--- src/rtl/core/lpr_pkg.sv ---
// ----------------------------------------------------------------------------
// lpr_pkg
// shared sizes, types and state codes of the lru page replacement unit
// ----------------------------------------------------------------------------
`default_nettype none

package lpr_pkg;

  localparam int FRAMES    = 8;
  localparam int PAGE_BITS = 16;
  localparam int SLOT_W    = (FRAMES > 1) ? $clog2(FRAMES) : 1;
  localparam int CNT_W     = $clog2(FRAMES + 1);
  localparam int RANK_W    = SLOT_W;
  localparam int CFG_W     = 4;
  localparam int TOTAL_W   = 32;
  localparam logic [CFG_W-1:0] CFG_RESET = CFG_W'(8);

  typedef enum logic [1:0] {
    ST_IDLE,
    ST_SCAN,
    ST_UPDATE
  } lpr_state_t;

  // recency update command from the controller to the rank cells
  typedef struct packed {
    logic              en;
    logic [SLOT_W-1:0] slot;
    logic              age_all;
    logic [CNT_W-1:0]  filled;
  } lpr_touch_t;

endpackage

`default_nettype wire

--- src/rtl/core/lru_page_replacement_unit.sv ---
// ----------------------------------------------------------------------------
// lru_page_replacement_unit
// lru page replacement over a bank of page frames with running hit counts
// ----------------------------------------------------------------------------
// input channel in_valid/in_ready carries one page reference per item; the
// result channel out_valid/out_ready returns one item per reference with
// hit flag, slot, evicted page and saturating hit and fault totals.
// cfg_valid/cfg_ready writes frames_in_use (0 acts as 1, above 8 as 8);
// cfg_ready is always high, write only while the unit is idle.
// the frame pages sit in a small ram that is scanned one entry a cycle with
// a registered read; ranks live in per-frame cells that age in parallel.
// a reference is scanned in slot order over the filled frames, a hit ends
// the scan early, and an update step then writes the result; the next
// reference is taken only once the unit is back in idle.
// the result register decouples the sides: a new item is accepted while a
// result still waits, and the unit holds in its update step until that
// result is taken. reset (rst_n low, synchronous) empties all frames, clears
// the ranks and totals and sets frames_in_use to 8.
// ----------------------------------------------------------------------------
`default_nettype none

module lru_page_replacement_unit (
  input  wire logic                           clk,
  input  wire logic                           rst_n,
  input  wire logic                           cfg_valid,
  output logic                                cfg_ready,
  input  wire logic [lpr_pkg::CFG_W-1:0]      cfg_frames_in_use,
  input  wire logic                           in_valid,
  output logic                                in_ready,
  input  wire logic [lpr_pkg::PAGE_BITS-1:0]  in_page_number,
  output logic                                out_valid,
  input  wire logic                           out_ready,
  output logic                                out_was_hit,
  output logic      [lpr_pkg::SLOT_W-1:0]     out_slot_used,
  output logic                                out_evicted_valid,
  output logic      [lpr_pkg::PAGE_BITS-1:0]  out_evicted_page,
  output logic      [lpr_pkg::TOTAL_W-1:0]    out_hits_so_far,
  output logic      [lpr_pkg::TOTAL_W-1:0]    out_faults_so_far
);

  lpr_pkg::lpr_state_t state_r, state_nxt;

  logic [lpr_pkg::CFG_W-1:0]     cfg_r;
  logic [lpr_pkg::CNT_W-1:0]     filled_r;
  logic [lpr_pkg::TOTAL_W-1:0]   hit_total_r;
  logic [lpr_pkg::TOTAL_W-1:0]   fault_total_r;
  logic [lpr_pkg::CNT_W-1:0]     rd_idx_r;
  logic                          chk_vld_r;
  logic                          hit_found_r;
  logic                          out_valid_r;

  logic [lpr_pkg::PAGE_BITS-1:0] page_r;
  logic [lpr_pkg::CNT_W-1:0]     limit_r;
  logic [lpr_pkg::SLOT_W-1:0]    victim_r;
  logic [lpr_pkg::SLOT_W-1:0]    chk_idx_r;
  logic [lpr_pkg::SLOT_W-1:0]    hit_slot_r;
  logic [lpr_pkg::PAGE_BITS-1:0] victim_page_r;
  logic                          out_was_hit_r;
  logic [lpr_pkg::SLOT_W-1:0]    out_slot_r;
  logic                          out_ev_valid_r;
  logic [lpr_pkg::PAGE_BITS-1:0] out_ev_page_r;

  logic [lpr_pkg::CNT_W-1:0]     limit_cur;
  logic [lpr_pkg::SLOT_W-1:0]    victim_cur;
  logic [lpr_pkg::PAGE_BITS-1:0] ram_rdata;
  logic                          in_fire;
  logic                          out_free;
  logic                          hit_now;
  logic                          issue;
  logic                          upd_fire;
  logic                          is_fill;
  logic                          is_evict;
  logic [lpr_pkg::SLOT_W-1:0]    upd_slot;
  logic                          ram_we;
  lpr_pkg::lpr_touch_t           touch;

  assign cfg_ready = 1'b1;
  assign in_fire   = in_valid && in_ready;
  assign out_free  = !out_valid_r || out_ready;

  // clamp of the configured frame count into 1..FRAMES
  always_comb begin
    if (cfg_r == '0) begin
      limit_cur = lpr_pkg::CNT_W'(1);
    end else if (int'(cfg_r) > lpr_pkg::FRAMES) begin
      limit_cur = lpr_pkg::CNT_W'(lpr_pkg::FRAMES);
    end else begin
      limit_cur = lpr_pkg::CNT_W'(cfg_r);
    end
  end

  assign hit_now = chk_vld_r && (ram_rdata == page_r);

  // next state
  always_comb begin
    state_nxt = state_r;
    case (state_r)
      lpr_pkg::ST_IDLE: begin
        if (in_fire) begin
          state_nxt = lpr_pkg::ST_SCAN;
        end
      end
      lpr_pkg::ST_SCAN: begin
        if (!issue) begin
          state_nxt = lpr_pkg::ST_UPDATE;
        end
      end
      lpr_pkg::ST_UPDATE: begin
        if (out_free) begin
          state_nxt = lpr_pkg::ST_IDLE;
        end
      end
      default: state_nxt = lpr_pkg::ST_IDLE;
    endcase
  end

  // control outputs
  always_comb begin
    in_ready = 1'b0;
    issue    = 1'b0;
    upd_fire = 1'b0;
    case (state_r)
      lpr_pkg::ST_IDLE: begin
        in_ready = 1'b1;
      end
      lpr_pkg::ST_SCAN: begin
        // stop reading once the page is found
        issue = (rd_idx_r < filled_r) && !hit_found_r && !hit_now;
      end
      lpr_pkg::ST_UPDATE: begin
        upd_fire = out_free;
      end
      default: begin
        in_ready = 1'b0;
      end
    endcase
  end

  assign is_fill  = !hit_found_r && (filled_r < limit_r);
  assign is_evict = !hit_found_r && !is_fill;

  always_comb begin
    if (hit_found_r) begin
      upd_slot = hit_slot_r;
    end else if (is_fill) begin
      upd_slot = lpr_pkg::SLOT_W'(filled_r);
    end else begin
      upd_slot = victim_r;
    end
  end

  assign ram_we        = upd_fire && !hit_found_r;
  assign touch.en      = upd_fire;
  assign touch.slot    = upd_slot;
  assign touch.age_all = is_fill;
  assign touch.filled  = filled_r;

  lpr_ram #(
    .WIDTH (lpr_pkg::PAGE_BITS),
    .DEPTH (lpr_pkg::FRAMES)
  ) u_page_ram (
    .clk   (clk),
    .we    (ram_we),
    .waddr (upd_slot),
    .wdata (page_r),
    .re    (issue),
    .raddr (rd_idx_r[lpr_pkg::SLOT_W-1:0]),
    .rdata (ram_rdata)
  );

  lpr_rank_bank u_rank_bank (
    .clk    (clk),
    .rst_n  (rst_n),
    .touch  (touch),
    .limit  (limit_cur),
    .victim (victim_cur)
  );

  // control state
  always_ff @(posedge clk) begin
    if (!rst_n) begin
      state_r       <= lpr_pkg::ST_IDLE;
      cfg_r         <= lpr_pkg::CFG_RESET;
      filled_r      <= '0;
      hit_total_r   <= '0;
      fault_total_r <= '0;
      rd_idx_r      <= '0;
      chk_vld_r     <= 1'b0;
      hit_found_r   <= 1'b0;
      out_valid_r   <= 1'b0;
    end else begin
      state_r <= state_nxt;
      if (cfg_valid && cfg_ready) begin
        cfg_r <= cfg_frames_in_use;
      end
      if (in_fire) begin
        rd_idx_r    <= '0;
        chk_vld_r   <= 1'b0;
        hit_found_r <= 1'b0;
      end else if (state_r == lpr_pkg::ST_SCAN) begin
        chk_vld_r <= issue;
        if (issue) begin
          rd_idx_r <= rd_idx_r + 1'b1;
        end
        if (hit_now) begin
          hit_found_r <= 1'b1;
        end
      end
      if (upd_fire) begin
        out_valid_r <= 1'b1;
        if (is_fill) begin
          filled_r <= filled_r + 1'b1;
        end
        if (hit_found_r) begin
          if (hit_total_r != '1) begin
            hit_total_r <= hit_total_r + 1'b1;
          end
        end else if (fault_total_r != '1) begin
          fault_total_r <= fault_total_r + 1'b1;
        end
      end else if (out_ready) begin
        out_valid_r <= 1'b0;
      end
    end
  end

  // item payload
  always_ff @(posedge clk) begin
    if (in_fire) begin
      page_r   <= in_page_number;
      limit_r  <= limit_cur;
      victim_r <= victim_cur;
    end
    chk_idx_r <= rd_idx_r[lpr_pkg::SLOT_W-1:0];
    if (hit_now && !hit_found_r) begin
      hit_slot_r <= chk_idx_r;
    end
    if (chk_vld_r && chk_idx_r == victim_r) begin
      victim_page_r <= ram_rdata;
    end
    if (upd_fire) begin
      out_was_hit_r  <= hit_found_r;
      out_slot_r     <= upd_slot;
      out_ev_valid_r <= is_evict;
      out_ev_page_r  <= is_evict ? victim_page_r : '0;
    end
  end

  assign out_valid         = out_valid_r;
  assign out_was_hit       = out_was_hit_r;
  assign out_slot_used     = out_slot_r;
  assign out_evicted_valid = out_ev_valid_r;
  assign out_evicted_page  = out_ev_page_r;
  // totals only move on an update, which waits for this result to leave
  assign out_hits_so_far   = hit_total_r;
  assign out_faults_so_far = fault_total_r;

endmodule

`default_nettype wire

--- src/rtl/core/lpr_ram.sv ---
// ----------------------------------------------------------------------------
// lpr_ram
// generic simple dual port ram, one write port, one registered read port
// ----------------------------------------------------------------------------
`default_nettype none

module lpr_ram #(
  parameter int WIDTH = 16,
  parameter int DEPTH = 8
) (
  input  wire logic                                   clk,
  input  wire logic                                   we,
  input  wire logic [(DEPTH > 1 ? $clog2(DEPTH) : 1)-1:0] waddr,
  input  wire logic [WIDTH-1:0]                       wdata,
  input  wire logic                                   re,
  input  wire logic [(DEPTH > 1 ? $clog2(DEPTH) : 1)-1:0] raddr,
  output logic      [WIDTH-1:0]                       rdata
);

  logic [WIDTH-1:0] mem [DEPTH];

  always_ff @(posedge clk) begin
    if (we) begin
      mem[waddr] <= wdata;
    end
    if (re) begin
      rdata <= mem[raddr];
    end
  end

endmodule

`default_nettype wire

--- src/rtl/core/lpr_rank_bank.sv ---
// ----------------------------------------------------------------------------
// lpr_rank_bank
// recency rank cells, one per frame: parallel aging and victim selection
// ----------------------------------------------------------------------------
`default_nettype none

module lpr_rank_bank (
  input  wire logic                        clk,
  input  wire logic                        rst_n,
  input  wire lpr_pkg::lpr_touch_t         touch,
  input  wire logic [lpr_pkg::CNT_W-1:0]   limit,
  output logic      [lpr_pkg::SLOT_W-1:0]  victim
);

  logic [lpr_pkg::RANK_W-1:0] rank_r   [lpr_pkg::FRAMES];
  logic [lpr_pkg::RANK_W-1:0] rank_nxt [lpr_pkg::FRAMES];
  logic [lpr_pkg::RANK_W-1:0] old_rank;

  assign old_rank = rank_r[touch.slot];

  // touched frame becomes most recent, valid frames more recent than it age; on a fill all valid frames age
  always_comb begin
    for (int j = 0; j < lpr_pkg::FRAMES; j++) begin
      rank_nxt[j] = rank_r[j];
      if (touch.en) begin
        if (touch.slot == lpr_pkg::SLOT_W'(j)) begin
          rank_nxt[j] = '0;
        end else if (j < int'(touch.filled) &&
                     (touch.age_all || rank_r[j] < old_rank)) begin
          rank_nxt[j] = rank_r[j] + 1'b1;
        end
      end
    end
  end

  always_ff @(posedge clk) begin
    if (!rst_n) begin
      for (int j = 0; j < lpr_pkg::FRAMES; j++) begin
        rank_r[j] <= '0;
      end
    end else begin
      for (int j = 0; j < lpr_pkg::FRAMES; j++) begin
        rank_r[j] <= rank_nxt[j];
      end
    end
  end

  // oldest frame among slots below the limit, first one wins a tie
  always_comb begin
    logic                       found;
    logic [lpr_pkg::RANK_W-1:0] best;
    found  = 1'b0;
    best   = '0;
    victim = '0;
    for (int j = 0; j < lpr_pkg::FRAMES; j++) begin
      if (j < int'(limit) && (!found || rank_r[j] > best)) begin
        found  = 1'b1;
        best   = rank_r[j];
        victim = lpr_pkg::SLOT_W'(j);
      end
    end
  end

endmodule

`default_nettype wire

--- config.mk ---
export PLATFORM = sky130hd
export DESIGN_NAME = lru_page_replacement_unit
export DESIGN_NICKNAME = d
export VERILOG_FILES = /design/src/rtl/core/lpr_pkg.sv /design/src/rtl/core/lru_page_replacement_unit.sv /design/src/rtl/core/lpr_ram.sv /design/src/rtl/core/lpr_rank_bank.sv
export SDC_FILE = /design/constraint.sdc
export NUM_CORES = 1
export LEC_CHECK = 0
export ABC_AREA = 1
export BUFFER_PORTS_ARGS = -buffer_cell sky130_fd_sc_hd__buf_2
export CAP_MARGIN = 20
export CORE_ASPECT_RATIO = 0.9
export CORE_MARGIN = 3
export CORE_UTILIZATION = 60
export DETAILED_ROUTE_END_ITERATION = 12
export GPL_ROUTABILITY_DRIVEN = 0
export GPL_TIMING_DRIVEN = 0
export PLACE_DENSITY = 0.8
export SYNTH_ARGS = -nofsm -noshare
export SYNTH_HDL_FRONTEND = slang
export SYNTH_SLANG_ARGS = --single-unit
export TNS_END_PERCENT = 100
--- constraint.sdc ---
create_clock -name clk -period 7.75 [get_ports clk]
set_input_delay 1.55 -clock clk [delete_from_list [all_inputs] [get_ports clk]]
set_output_delay 1.55 -clock clk [all_outputs]
set_load 0.03 [all_outputs]
==> results.cfg <==
[status]
status = completed

[placed_design]
port-buffer-count = 110
dpl-instance-area_mm2 = 0.0157
placed_cells = 1988
detailedPlacementHpwl_um = 25400
dpl_worst_slack_ns = -0.0214

[power_and_ir_drop]
peakVddDrop_mv = 0.228
p_per_area_mw_per_mm2 = 273
total_power_mw = 4.59
power.leakage_nw = 6.64

[sta]
timing.hold.ws_ns = 0.436
fin_skew_ns = 0.0172
max_slew_margin_pct = 31.8
tns_ns = 0
clock.fmax_ghz = 0.139
min_period_over_period_pct = 93.0
fin_crit_ns = 7.21
slew_viol_final = 0
hold_viol = 0
final.setup.worst_slack_ns = 0.540
finalSetupViolCount = 0
tightest_slew_ns = 1.02

[floorplanning]
dieArea_mm2 = 0.0264
ioPinCount = 113
core_mm2 = 0.0237
placementRows = 53
chipWidth_um = 171
chipHeight_um = 154
initial_core_util_pct = 61.9

[finish]
fin_nets = 1805
nFillCells = 1716
final_cells = 2051
multi_input_area_mm2 = 0.00555
layout-drive-gt1-share_pct = 14.3
area_delta_synth_final_pct = 14.7
num_antenna_cells = 0
fin_util_pct = 71.0
design_area_mm2 = 0.0168
regArea_mm2 = 0.00838

[detailed_routing]
wl_um = 36200
drcViolationCount = 0
ant_nets = 0
num_vias = 11808
drt-initial-drc-count = 1307
viasPerCell = 5.76
wl_per_cell_um = 17.6
first_pass_iters = 6

[synth]
async_flop_share_pct = 0
ys_ff_latch = 315
yosysTopAreaCell = edfxtp_1
synth_ff_type = edfxtp_1
yosysUniqueCellTypes = 49
synthesis.area_mm2 = 0.0147
yosys.cell_count.top_type = nand2_1
synth.net_count = 1652
synth.area.top_cells = edfxtp_1 42%, dfxtp_1 15%, nand2_1 6.6%, nor2_1 6.1%, ha_1 4.8%
synth_cells = 1571
yosysWarnings = 0
synth_commonest_cells = 258 x nand2_1, 238 x nor2_1, 207 x edfxtp_1
seq_area_frac_synth_pct = 57.1
netlist.area_leader.share_pct = 42.4
synth_edf_count = 207
avgSynthCellArea_um2 = 9.33

[global_route]
grt_start_max_net_pins = 31
grt_pass1_wl_um = 56900
grtUsageTotal_pct = 27.0
overflow = 0
grt_pass1_vias = 10956
antenna_found_initial = 2

[worst_setup_path]
cp.arrival_ns = 7.50
path_class = reg -> reg
end_kind = flip-flop
critPathMaxStageDelay_ns = 0.39
r2r_start = u_rank_bank.rank_r[0][2]
ff2ff_setup_slack_ns = 0.54
r2r_cells = 49
crit_slowest_cell = dfxtp_2
cp_common_cell = nand2_1
critPathMaxFanout = 8
worstPathRequired_ns = 8.04
crit_end = victim_r[1]
reg2reg_to = victim_r[1]
crit_start = u_rank_bank.rank_r[0][2]
worst_setup_path_start_kind = flip-flop

[worst_hold_path]
holdCritPathClass = reg -> reg

[clocking]
path_clk_slew_ns = 0.06
h-tree-depth = 1
clock_latency_ns = 0.57
cts.sinks = 315
clockBufferDepth = 3
cts_tree = done
cts_buffers = 31
cts_hold_buffers = 0
cts-root-buf = clkbuf_16

[job]
max_cap_viol_count = 0
==> what timing repair did <==
item | in CTS | in global routing
pin swaps | 0 | 4
endpoints found under the hold margin | 0 | 0
gates resized for setup | 1 | 19
setup buffers | 0 | 4
setup endpoints to repair | 2 | 3
==> state kept, by name (all words and copies together), names as in the netlist <==
signal and cells:
out_evicted_valid 1, out_slot_used 3, page_r 16, out_evicted_page 16
u_rank_bank.rank_r 24, chk_idx_r 3, chk_vld_r 1, out_faults_so_far 32
state_r 2, u_page_ram.mem 128, victim_r 3, rd_idx_r 4
out_hits_so_far 32, out_valid 1, hit_slot_r 3, cfg_r 4
limit_r 4, u_page_ram.rdata 16, victim_page_r 16, filled_r 4
hit_found_r 1, out_was_hit 1
==> where the power goes <==
| part | switching (mW) | total [mW] | internal (mW) | leakage, nW |
|---|---|---|---|---|
| clock | 0.627 | 1.51 | 0.883 | 0.510 |
| sequential | 0.0371 | 1.90 | 1.86 | 2.75 |
| combinational | 0.746 | 1.18 | 0.433 | 3.38 |
| total | 1.41 | 4.59 | 3.18 | 6.64 |
==> cell usage in the layout (no fill, tap or decap), drive strengths merged, types with 2 or more instances in the layout <==
cell type	n
xnor2	3
dfxtp	108
a31oi	19
buf	128
inv	173
o22ai	27
clkbuf	78
nand2	278
nand4	17
bufinv	3
or2	2
o21a	8
clkinv	12
edfxtp	207
a21oi	103
nor3	27
nor4	13
nor2	246
ha	56
a211oi	7
xor2	20
nand3	62
o21ai	142
==> cell families after synthesis <==
| group | count (synthesis) | share of synthesized area, % |
|---|---|---|
| DFF | 315 | 57.1 |
| adders and majority gates | 56 | 4.78 |
| and+or+nand+nor | 648 | 19.3 |
| xor gates and xnor gates | 23 | 1.37 |
| other | 1 | 0.0256 |
| AOI/OAI and AO/OA | 312 | 11.8 |
| buffers and inverters | 216 | 5.62 |
==> worst min-delay path by stage <==
stage | start | to | slack (ns) | cells past startpoint
finish | rd_idx_r[2] | chk_idx_r[2] | 0.44 | 0
global route | rd_idx_r[2] | chk_idx_r[2] | 0.44 | 0
CTS | rd_idx_r[2] | chk_idx_r[2] | 0.43 | 0
detailed placement | rd_idx_r[2] | chk_idx_r[2] | 0.41 | 0
global placement | rd_idx_r[2] | chk_idx_r[2] | 0.41 | 0
floorplan | rd_idx_r[2] | chk_idx_r[2] | 0.37 | 0
==> final cells by class <==
cell class | instances | area share, %
sequential | 315 | 49.8
multi-input combinational | 1040 | 33.0
clock buffer | 43 | 5.18
timing repair buffer | 120 | 3.95
inverter | 173 | 3.88
tap | 302 | 2.25
buffer | 43 | 1.02
clock inverter | 15 | 0.937
==> routing by layer <==
metal  track usage, %  wire length [µm]  vias up
li1                 -                 -     5668
met3             5.83              3830       61
met4             7.96               847        4
met2             41.0             16200      594
met5                0                27        -
met1             39.4             15300     5481
==> critical path, delay by kind of cell (launching register included) <==
family	cells	cell delay, ns
adder cells (fa/ha/maj)	7	2.23
buffers and inverters	6	0.56
flip-flops	1	0.39
AO/OA/AOI/OAI	14	1.77
AND/OR/NAND/NOR	22	1.97
(Power assumes the default switching activity.)
